===== config.mk =====
export PLATFORM = sky130hd
export DESIGN_NAME = sha256_byte_stream_hasher_flat
export DESIGN_NICKNAME = d
export VERILOG_FILES = /design/src/sha_pkg.sv /design/src/sha_req_if.sv /design/src/sha_rsp_if.sv /design/src/sha_ctrl.sv /design/src/sha_dp.sv /design/src/sha256_byte_stream_hasher.sv /design/src/flat_wrapper.sv
export SDC_FILE = /design/constraint.sdc
export NUM_CORES = 2
export LEC_CHECK = 0
export BUFFER_PORTS_ARGS = -buffer_cell sky130_fd_sc_hd__buf_2
export CELL_PAD_IN_SITES_DETAIL_PLACEMENT = 0
export CELL_PAD_IN_SITES_GLOBAL_PLACEMENT = 1
export CORE_MARGIN = 2
export CORE_UTILIZATION = 35
export DETAILED_ROUTE_END_ITERATION = 10
export GPL_ROUTABILITY_DRIVEN = 0
export GPL_TIMING_DRIVEN = 1
export PLACE_DENSITY = 0.66
export SYNTH_ARGS = -nofsm -noshare
export SYNTH_HDL_FRONTEND = slang
export SYNTH_SLANG_ARGS = --single-unit
export TNS_END_PERCENT = 100

===== constraint.sdc =====
create_clock -name clock -period 16.2 [get_ports clock]
set_clock_uncertainty 0.2 [all_clocks]
set_input_delay 0.81 -clock clock [delete_from_list [all_inputs] [get_ports clock]]
set_output_delay 0.81 -clock clock [all_outputs]
set_load 0.05 [all_outputs]

===== src/sha_pkg.sv =====
// Shared types, constants and round functions of the SHA-256 byte stream hasher.
// Used by the controller, the datapath and the top level.
package sha_pkg;

   typedef logic [31:0] word_type;

   localparam logic [7:0] PAD_BYTE = 8'h80;
   localparam logic [5:0] LAST_POS = 6'd63;
   localparam logic [5:0] LEN_POS  = 6'd56;
   localparam logic [3:0] OUT_WORDS = 4'd8;

   localparam word_type INIT_HASH [8] = '{
      32'h6a09e667, 32'hbb67ae85, 32'h3c6ef372, 32'ha54ff53a,
      32'h510e527f, 32'h9b05688c, 32'h1f83d9ab, 32'h5be0cd19
   };

   localparam word_type ROUND_K [64] = '{
      32'h428a2f98, 32'h71374491, 32'hb5c0fbcf, 32'he9b5dba5,
      32'h3956c25b, 32'h59f111f1, 32'h923f82a4, 32'hab1c5ed5,
      32'hd807aa98, 32'h12835b01, 32'h243185be, 32'h550c7dc3,
      32'h72be5d74, 32'h80deb1fe, 32'h9bdc06a7, 32'hc19bf174,
      32'he49b69c1, 32'hefbe4786, 32'h0fc19dc6, 32'h240ca1cc,
      32'h2de92c6f, 32'h4a7484aa, 32'h5cb0a9dc, 32'h76f988da,
      32'h983e5152, 32'ha831c66d, 32'hb00327c8, 32'hbf597fc7,
      32'hc6e00bf3, 32'hd5a79147, 32'h06ca6351, 32'h14292967,
      32'h27b70a85, 32'h2e1b2138, 32'h4d2c6dfc, 32'h53380d13,
      32'h650a7354, 32'h766a0abb, 32'h81c2c92e, 32'h92722c85,
      32'ha2bfe8a1, 32'ha81a664b, 32'hc24b8b70, 32'hc76c51a3,
      32'hd192e819, 32'hd6990624, 32'hf40e3585, 32'h106aa070,
      32'h19a4c116, 32'h1e376c08, 32'h2748774c, 32'h34b0bcb5,
      32'h391c0cb3, 32'h4ed8aa4a, 32'h5b9cca4f, 32'h682e6ff3,
      32'h748f82ee, 32'h78a5636f, 32'h84c87814, 32'h8cc70208,
      32'h90befffa, 32'ha4506ceb, 32'hbef9a3f7, 32'hc67178f2
   };

   typedef enum logic [5:0] {
      ST_IDLE = 6'b000001,
      ST_PAD  = 6'b000010,
      ST_LEN  = 6'b000100,
      ST_COMP = 6'b001000,
      ST_ADD  = 6'b010000,
      ST_DONE = 6'b100000
   } state_type;

   typedef enum logic [1:0] {
      SRC_MSG,
      SRC_PAD,
      SRC_ZERO,
      SRC_LEN
   } byte_src_type;

   typedef struct packed {
      logic         put_byte;
      byte_src_type byte_src;
      logic         count_len;
      logic         load_vars;
      logic         round_en;
      logic [5:0]   round;
      logic         add_chain;
      logic         finish;
   } cmd_type;

   typedef struct packed {
      logic [5:0] fill;
      logic       out_empty;
   } status_type;

   function automatic word_type rotr(input word_type x, input int n);
      return (x >> n) | (x << (32 - n));
   endfunction

   function automatic word_type big_sigma0(input word_type x);
      return rotr(x, 2) ^ rotr(x, 13) ^ rotr(x, 22);
   endfunction

   function automatic word_type big_sigma1(input word_type x);
      return rotr(x, 6) ^ rotr(x, 11) ^ rotr(x, 25);
   endfunction

   function automatic word_type small_sigma0(input word_type x);
      return rotr(x, 7) ^ rotr(x, 18) ^ (x >> 3);
   endfunction

   function automatic word_type small_sigma1(input word_type x);
      return rotr(x, 17) ^ rotr(x, 19) ^ (x >> 10);
   endfunction

endpackage


===== src/sha_req_if.sv =====
// Input channel of the SHA-256 hasher: one message byte word per handshake.
// Depends on nothing.
interface sha_req_if;
   logic       valid;
   logic       ready;
   logic [7:0] msg_byte;
   logic       byte_present;
   logic       end_of_message;

   modport source (output valid, msg_byte, byte_present, end_of_message, input ready);
   modport sink   (input valid, msg_byte, byte_present, end_of_message, output ready);
endinterface


===== src/sha_rsp_if.sv =====
// Result channel of the SHA-256 hasher: one digest word per handshake.
// Depends on nothing.
interface sha_rsp_if;
   logic        valid;
   logic        ready;
   logic [31:0] digest_word;
   logic [2:0]  word_number;
   logic        last_word;

   modport source (output valid, digest_word, word_number, last_word, input ready);
   modport sink   (input valid, digest_word, word_number, last_word, output ready);
endinterface


===== src/sha_ctrl.sv =====
// Sequencer of the SHA-256 hasher: byte intake, padding, 64 rounds, chain add, finish.
// Depends on sha_pkg; drives the datapath through cmd_type and reads status_type.
module sha_ctrl import sha_pkg::*; (
   input  logic       clock,
   input  logic       reset,
   input  logic       in_valid,
   input  logic       byte_present,
   input  logic       end_of_message,
   output logic       in_ready,
   input  status_type status,
   output cmd_type    cmd
);

   state_type  state_ff, state_in;
   state_type  ret_ff, ret_in;
   logic [5:0] round_ff, round_in;
   logic       pad_first_ff, pad_first_in;
   logic       accept;
   logic       at_last;

   assign in_ready = (state_ff == ST_IDLE);
   assign accept   = in_valid && in_ready;
   assign at_last  = (status.fill == LAST_POS);

   always_comb begin
      state_in     = state_ff;
      ret_in       = ret_ff;
      round_in     = round_ff;
      pad_first_in = pad_first_ff;
      cmd          = '0;
      cmd.byte_src = SRC_MSG;
      cmd.round    = round_ff;
      unique case (state_ff)
         ST_IDLE: begin
            if (accept) begin
               cmd.put_byte  = byte_present;
               cmd.count_len = byte_present;
               if (end_of_message) begin
                  pad_first_in = 1'b1;
               end
               if (byte_present && at_last) begin
                  cmd.load_vars = 1'b1;
                  state_in      = ST_COMP;
                  ret_in        = end_of_message ? ST_PAD : ST_IDLE;
               end else if (end_of_message) begin
                  state_in = ST_PAD;
               end
            end
         end
         ST_PAD: begin
            cmd.put_byte = 1'b1;
            cmd.byte_src = pad_first_ff ? SRC_PAD : SRC_ZERO;
            pad_first_in = 1'b0;
            if (at_last) begin
               cmd.load_vars = 1'b1;
               state_in      = ST_COMP;
               ret_in        = ST_PAD;
            end else if (status.fill == LEN_POS - 6'd1) begin
               state_in = ST_LEN;
            end
         end
         ST_LEN: begin
            cmd.put_byte = 1'b1;
            cmd.byte_src = SRC_LEN;
            if (at_last) begin
               cmd.load_vars = 1'b1;
               state_in      = ST_COMP;
               ret_in        = ST_DONE;
            end
         end
         ST_COMP: begin
            cmd.round_en = 1'b1;
            round_in     = round_ff + 6'd1;
            if (round_ff == LAST_POS) begin
               state_in = ST_ADD;
            end
         end
         ST_ADD: begin
            cmd.add_chain = 1'b1;
            state_in      = ret_ff;
         end
         ST_DONE: begin
            if (status.out_empty) begin
               cmd.finish = 1'b1;
               state_in   = ST_IDLE;
            end
         end
         default: begin
            state_in = ST_IDLE;
         end
      endcase
   end

   always_ff @(posedge clock) begin
      if (reset) begin
         state_ff     <= ST_IDLE;
         ret_ff       <= ST_IDLE;
         round_ff     <= '0;
         pad_first_ff <= 1'b0;
      end else begin
         state_ff     <= state_in;
         ret_ff       <= ret_in;
         round_ff     <= round_in;
         pad_first_ff <= pad_first_in;
      end
   end

   a_comp_block_aligned: assert property (@(posedge clock) disable iff (reset)
      state_ff == ST_COMP |-> status.fill == 6'd0)
      else $error("compression running on a partly filled block");

   a_len_in_tail: assert property (@(posedge clock) disable iff (reset)
      state_ff == ST_LEN |-> status.fill[5:3] == 3'b111)
      else $error("length bytes outside the block tail");

   a_add_after_rounds: assert property (@(posedge clock) disable iff (reset)
      state_ff == ST_ADD |-> $past(state_ff) == ST_COMP && $past(round_ff) == LAST_POS)
      else $error("chain add without a full round sequence");

endmodule


===== src/sha_dp.sv =====
// Datapath of the SHA-256 hasher: byte packing, message schedule window, round
// logic, chaining state, bit count and the digest output buffer. Depends on sha_pkg.
module sha_dp import sha_pkg::*; (
   input  logic       clock,
   input  logic       reset,
   input  cmd_type    cmd,
   output status_type status,
   input  logic [7:0] msg_byte,
   output logic       out_valid,
   input  logic       out_ready,
   output word_type   digest_word,
   output logic [2:0] word_number,
   output logic       last_word
);

   logic [5:0]  fill_ff;
   logic [23:0] acc_ff;
   word_type    win_ff   [16];
   word_type    vars_ff  [8];
   word_type    chain_ff [8];
   word_type    obuf_ff  [8];
   logic [63:0] len_ff;
   logic [3:0]  ocnt_ff;

   logic [7:0]  byte_val;
   word_type    packed_word;
   word_type    w_next;
   word_type    t1;
   word_type    t2;
   word_type    ch;
   word_type    mj;
   logic        word_done;
   logic        out_fire;

   always_comb begin
      case (cmd.byte_src)
         SRC_MSG:  byte_val = msg_byte;
         SRC_PAD:  byte_val = PAD_BYTE;
         SRC_ZERO: byte_val = 8'h00;
         SRC_LEN:  byte_val = len_ff[{~fill_ff[2:0], 3'b000} +: 8];
         default:  byte_val = 8'h00;
      endcase
   end

   assign packed_word = {acc_ff, byte_val};
   assign word_done   = cmd.put_byte && (fill_ff[1:0] == 2'b11);

   assign w_next = small_sigma1(win_ff[14]) + win_ff[9] + small_sigma0(win_ff[1]) + win_ff[0];
   assign ch     = (vars_ff[4] & vars_ff[5]) ^ (~vars_ff[4] & vars_ff[6]);
   assign mj     = (vars_ff[0] & vars_ff[1]) ^ (vars_ff[0] & vars_ff[2])
                   ^ (vars_ff[1] & vars_ff[2]);
   assign t1     = vars_ff[7] + big_sigma1(vars_ff[4]) + ch + ROUND_K[cmd.round] + win_ff[0];
   assign t2     = big_sigma0(vars_ff[0]) + mj;

   assign out_valid   = (ocnt_ff != 4'd0);
   assign out_fire    = out_valid && out_ready;
   assign digest_word = obuf_ff[0];
   assign word_number = 3'(OUT_WORDS - ocnt_ff);
   assign last_word   = (ocnt_ff == 4'd1);

   assign status.fill      = fill_ff;
   assign status.out_empty = (ocnt_ff == 4'd0);

   always_ff @(posedge clock) begin
      if (reset) begin
         fill_ff <= '0;
      end else if (cmd.put_byte) begin
         fill_ff <= fill_ff + 6'd1;
      end
   end

   always_ff @(posedge clock) begin
      if (cmd.put_byte && !word_done) begin
         acc_ff <= {acc_ff[15:0], byte_val};
      end
   end

   always_ff @(posedge clock) begin
      if (word_done || cmd.round_en) begin
         for (int i = 0; i < 15; i++) begin
            win_ff[i] <= win_ff[i + 1];
         end
         win_ff[15] <= word_done ? packed_word : w_next;
      end
   end

   always_ff @(posedge clock) begin
      if (reset) begin
         for (int i = 0; i < 8; i++) begin
            vars_ff[i] <= '0;
         end
      end else if (cmd.load_vars) begin
         vars_ff <= chain_ff;
      end else if (cmd.round_en) begin
         vars_ff[7] <= vars_ff[6];
         vars_ff[6] <= vars_ff[5];
         vars_ff[5] <= vars_ff[4];
         vars_ff[4] <= vars_ff[3] + t1;
         vars_ff[3] <= vars_ff[2];
         vars_ff[2] <= vars_ff[1];
         vars_ff[1] <= vars_ff[0];
         vars_ff[0] <= t1 + t2;
      end
   end

   always_ff @(posedge clock) begin
      if (reset || cmd.finish) begin
         chain_ff <= INIT_HASH;
      end else if (cmd.add_chain) begin
         for (int i = 0; i < 8; i++) begin
            chain_ff[i] <= chain_ff[i] + vars_ff[i];
         end
      end
   end

   always_ff @(posedge clock) begin
      if (reset || cmd.finish) begin
         len_ff <= '0;
      end else if (cmd.count_len) begin
         len_ff <= len_ff + 64'd8;
      end
   end

   always_ff @(posedge clock) begin
      if (cmd.finish) begin
         obuf_ff <= chain_ff;
      end else if (out_fire) begin
         for (int i = 0; i < 7; i++) begin
            obuf_ff[i] <= obuf_ff[i + 1];
         end
      end
   end

   always_ff @(posedge clock) begin
      if (reset) begin
         ocnt_ff <= '0;
      end else if (cmd.finish) begin
         ocnt_ff <= OUT_WORDS;
      end else if (out_fire) begin
         ocnt_ff <= ocnt_ff - 4'd1;
      end
   end

   a_ocnt_range: assert property (@(posedge clock) disable iff (reset)
      ocnt_ff <= OUT_WORDS)
      else $error("digest buffer count out of range");

   a_finish_empty: assert property (@(posedge clock) disable iff (reset)
      cmd.finish |-> ocnt_ff == 4'd0)
      else $error("digest loaded over undelivered words");

   a_round_no_byte: assert property (@(posedge clock) disable iff (reset)
      cmd.round_en |-> !cmd.put_byte && fill_ff == 6'd0)
      else $error("byte intake during compression");

endmodule


===== src/sha256_byte_stream_hasher.sv =====
// Top level of the SHA-256 byte stream hasher: controller plus datapath.
// Depends on sha_pkg, sha_req_if, sha_rsp_if, sha_ctrl and sha_dp.
//
//   channel  dir  word contents
//   req      in   msg_byte[7:0], byte_present, end_of_message
//   rsp      out  digest_word[31:0], word_number[2:0], last_word
//
// The hasher takes one message byte per cycle while req is ready; each full 64-byte
// block holds off req for 64 rounds of the single round unit plus the chain add.
// An end word adds one pad or length byte per cycle, one or two compressions and
// a load of the digest buffer.
// The eight digest words drain from a buffer while the next message is taken;
// a second digest waits for that buffer to empty.
// Reset is synchronous; it restores the initial hash values and empties the buffer.
module sha256_byte_stream_hasher import sha_pkg::*; (
   input logic       clock,
   input logic       reset,
   sha_req_if.sink   req,
   sha_rsp_if.source rsp
);

   cmd_type    cmd;
   status_type status;

   sha_ctrl u_ctrl (
      .clock          (clock),
      .reset          (reset),
      .in_valid       (req.valid),
      .byte_present   (req.byte_present),
      .end_of_message (req.end_of_message),
      .in_ready       (req.ready),
      .status         (status),
      .cmd            (cmd)
   );

   sha_dp u_dp (
      .clock       (clock),
      .reset       (reset),
      .cmd         (cmd),
      .status      (status),
      .msg_byte    (req.msg_byte),
      .out_valid   (rsp.valid),
      .out_ready   (rsp.ready),
      .digest_word (rsp.digest_word),
      .word_number (rsp.word_number),
      .last_word   (rsp.last_word)
   );

endmodule

===== src/flat_wrapper.sv =====
// flat-port wrapper written by rule: the top's interface ports become plain ports
module sha256_byte_stream_hasher_flat import sha_pkg::*;
  (clock, reset, req_valid, req_msg_byte, req_byte_present, req_end_of_message, req_ready, rsp_valid, rsp_digest_word, rsp_word_number, rsp_last_word, rsp_ready);
  sha_req_if req_i ();
  sha_rsp_if rsp_i ();
  input logic clock;
  input logic reset;
  input wire logic [$bits(req_i.valid)-1:0] req_valid;
  input wire logic [$bits(req_i.msg_byte)-1:0] req_msg_byte;
  input wire logic [$bits(req_i.byte_present)-1:0] req_byte_present;
  input wire logic [$bits(req_i.end_of_message)-1:0] req_end_of_message;
  output wire logic [$bits(req_i.ready)-1:0] req_ready;
  output wire logic [$bits(rsp_i.valid)-1:0] rsp_valid;
  output wire logic [$bits(rsp_i.digest_word)-1:0] rsp_digest_word;
  output wire logic [$bits(rsp_i.word_number)-1:0] rsp_word_number;
  output wire logic [$bits(rsp_i.last_word)-1:0] rsp_last_word;
  input wire logic [$bits(rsp_i.ready)-1:0] rsp_ready;
  assign req_i.valid = req_valid;
  assign req_i.msg_byte = req_msg_byte;
  assign req_i.byte_present = req_byte_present;
  assign req_i.end_of_message = req_end_of_message;
  assign req_ready = req_i.ready;
  assign rsp_valid = rsp_i.valid;
  assign rsp_digest_word = rsp_i.digest_word;
  assign rsp_word_number = rsp_i.word_number;
  assign rsp_last_word = rsp_i.last_word;
  assign rsp_i.ready = rsp_ready;
  sha256_byte_stream_hasher u_core (.clock(clock), .reset(reset), .req(req_i), .rsp(rsp_i));
endmodule

==> impl_metrics.ini <==
[routing]
vias = 59000
drc = 0
ant_nets = 0
firstDrtPassIters = 6
routed_wl_um = 254000
drtIter0Drc = 5580
wl_per_cell_um = 23.4
vias_per_cell = 5.45

[grt]
grt_busiest_layer = met2
grt_max_degree = 215
grt_usage_pct = 22.1
antenna_found_initial = 0
use_met2_pct = 35.7
gr-usage-met1_pct = 29.7
gr-total-overflow = 0
met3_usage_pct = 3.48
grt_pass1_wl_um = 377000
grt_pass1_vias = 56700

[hold_path]
hold_start = reset
holdPathStages = 2
worst_hold_path_type = in2reg
whs_endpoint = u_core.u_dp.vars_ff[1]

[floorplanning]
die_height_um = 475
core_area_mm2 = 0.220
dieArea_mm2 = 0.225
die_x_um = 475
fp-row-count = 172
initial_utilization_pct = 35.3
io_pins = 52

[power_and_ir_drop]
ir_drop_mv = 0.109
power.leakage_uw = 0.0334
total_power_uw = 8470
power_density_mw_per_mm2 = 98.9

[yosys]
synth_top_cell_by_area = edfxtp_1
dominantRegCellSynth = edfxtp_1
synth-seq-cells = 1391
synth-edff-count = 792
synth_top_family_by_area = compound AO/OA/AOI/OAI gates
yosysUniqueCellTypes = 96
yosysWarnings = 0
ys_seq_area_share_pct = 46.1
synth_top_area_share_pct = 30.7
syn_nets = 8512
synthXorXnorAreaFrac_pct = 7.01
synth_area_leaders = edfxtp_1 31%, dfxtp_1 15%, nand2_1 7.0%
synth_cells = 7906
syn_avg_cell_area_um2 = 9.81
synthAdderAreaFrac_pct = 11.5
muxShareOfSynthArea_pct = 1.40
synth_compound_area_share_pct = 16.9
synth-simple-area-share_pct = 12.8
synthArstFlopShare_pct = 0
syn_area_mm2 = 0.0776

[critical_path]
critPathRequiredTime_ns = 16.73
critPathKind = reg2reg
worstReg2RegStart = u_core.u_ctrl.round_ff[1]
worst_setup_path_end_kind = register
r2r_cells = 36
cp_data_arrival_time_ns = 11.20
rr_endpoint = u_core.u_dp.vars_ff[254]
slowest_stage = ha_1
max_stage_delay_ns = 0.95
rrSetupSlack_ns = 5.53
startpoint_type = register
crit_top_cell = inv_1
cp_max_fo = 24

[clocking]
clkSinkCount = 1391
cts_setup_buffers = 0
cts.hold.buffers_added = 0
cts_tree = built
cts_made_buffers = 155
clk_latency_ns = 0.81
cts.repair.resized = 0
clk_pin_slew_ns = 0.06
htree_levels = 4
root_buffer = clkbuf_16
ctsLongestPathBuffers = 3

[sta]
setup_ws_ns = 5.53
holdWs_ns = 0.0966
setup_tns_ns = 0
relSlewSlack_pct = 7.73
tightest_slew_ns = 1.38
finalHoldViolCount = 0
period_share_pct = 65.8
rsz0062_at_grt = no
max_freq_ghz = 0.0937
setup_viol = 0
period_minus_slack_ns = 10.67
drv_slew = 0

[final_layout]
final_cell_mix = 1444 x nand2_1, 792 x edfxtp_1, 705 x a21oi_1, 596 x dfxtp_1, 405 x xnor2_1
area_growth_pct = 10.5
stdcell_area_mm2 = 0.0857
drive_gt1_share_pct = 5.75
nets = 8354
final_common_cell = nand2_1
num_antenna_cells = 0

[place]
portBuffers = 51
pre_cts_slack_ns = 5.86
dpl_cell_area_mm2 = 0.0804
dpl.hpwl_um = 177000

[flow_run]
drv_cap = 0

[outcome]
status = completed
cells in the mapped netlist, types with 48 or more instances:
master	instances
nor3_1	74
nand2_1	1448
a31oi_1	53
inv_1	387
o21ai_0	367
nor2b_1	67
fa_1	195
a22oi_1	241
ha_1	397
o21a_1	52
a21oi_1	705
nand2b_1	64
edfxtp_1	792
o211ai_1	102
dfxtp_1	599
nor2_1	352
o21bai_1	48
mux2i_1	51
nand3_1	94
a21o_1	182
xor2_1	213
a211oi_1	62
clkbuf_1	347
xnor2_1	405
flip-flops by register name (all words and copies together), names as in the netlist, 4 cells and up:
register,count
u_core.u_dp.chain_ff,256
u_core.u_dp.digest_word,32
u_core.u_dp.acc_ff,24
u_core.u_dp.fill_ff,6
u_core.u_dp.obuf_ff,224
u_core.u_dp.win_ff,512
u_core.u_dp.ocnt_ff,4
u_core.u_dp.vars_ff,256
u_core.u_ctrl.state_ff,6
u_core.u_ctrl.round_ff,6
u_core.u_dp.len_ff,61
routing by layer:
metal	wire length [um]	vias to the layer above
met3	14900	410
met5	0	-
li1	-	27600
met4	9820	0
met2	118000	1957
met1	111000	29100
critical path, delay by kind of cell, from the launching register on:
kind / cells / cell delay (ns)
AOI/OAI and AO/OA: 14 / 3.00
xor gates and xnor gates: 1 / 0.36
adders and majority gates: 7 / 3.43
buffers and inverters: 5 / 0.73
DFF: 1 / 0.93
and+or+nand+nor: 9 / 1.93
power by group:
part	switching, uW	internal [uW]	total [uW]	leakage (uW)
Combinational	566	179	745	0.0188
Clock	1540	2100	3650	0.00256
Sequential	77.2	4000	4080	0.0120
metrics by stage:
step | std cells | utilization (%)
after global placement | 10500 | 36.6
after global routing | 10800 | 39.0
after CTS | 10800 | 39.0
after floorplan | 7906 | -
after detailed placement | 10500 | 36.6
final | 10800 | 39.0
cells by family after synthesis:
group                      Yosys count
buffers and inverters              826
xor gates and xnor gates           619
adders and majority gates          595
DFF                               1391
muxes                               79
AOI/OAI and AO/OA                 2074
and+or+nand+nor                   2322
how the worst max path moves through the flow:
stage | from | depth (start not counted) | end
6_report | u_core.u_ctrl.round_ff[1] | 36 | u_core.u_dp.vars_ff[254]
5_1_grt | u_core.u_ctrl.round_ff[1] | 36 | u_core.u_dp.vars_ff[254]
4_1_cts | u_core.u_ctrl.round_ff[1] | 36 | u_core.u_dp.vars_ff[254]
3_5_place_dp | u_core.u_ctrl.round_ff[1] | 36 | u_core.u_dp.vars_ff[254]
3_3_place_gp | u_core.u_ctrl.round_ff[1] | 36 | u_core.u_dp.vars_ff[254]
2_1_floorplan | req_valid | 6 | u_core.u_dp.win_ff[0][0]
cell type report:
| type | count | area, um2 |
|---|---|---|
| Tap cell | 2958 | 3700 |
| Timing Repair Buffer | 122 | 898 |
| Clock inverter | 89 | 1030 |
| Clock buffer | 198 | 4220 |
| Sequential cell | 1391 | 35800 |
| Fill cell | 21800 | 134000 |
| Multi-Input combinational cell | 5689 | 38600 |
| Inverter | 389 | 1470 |
(Power assumes the default switching activity.)
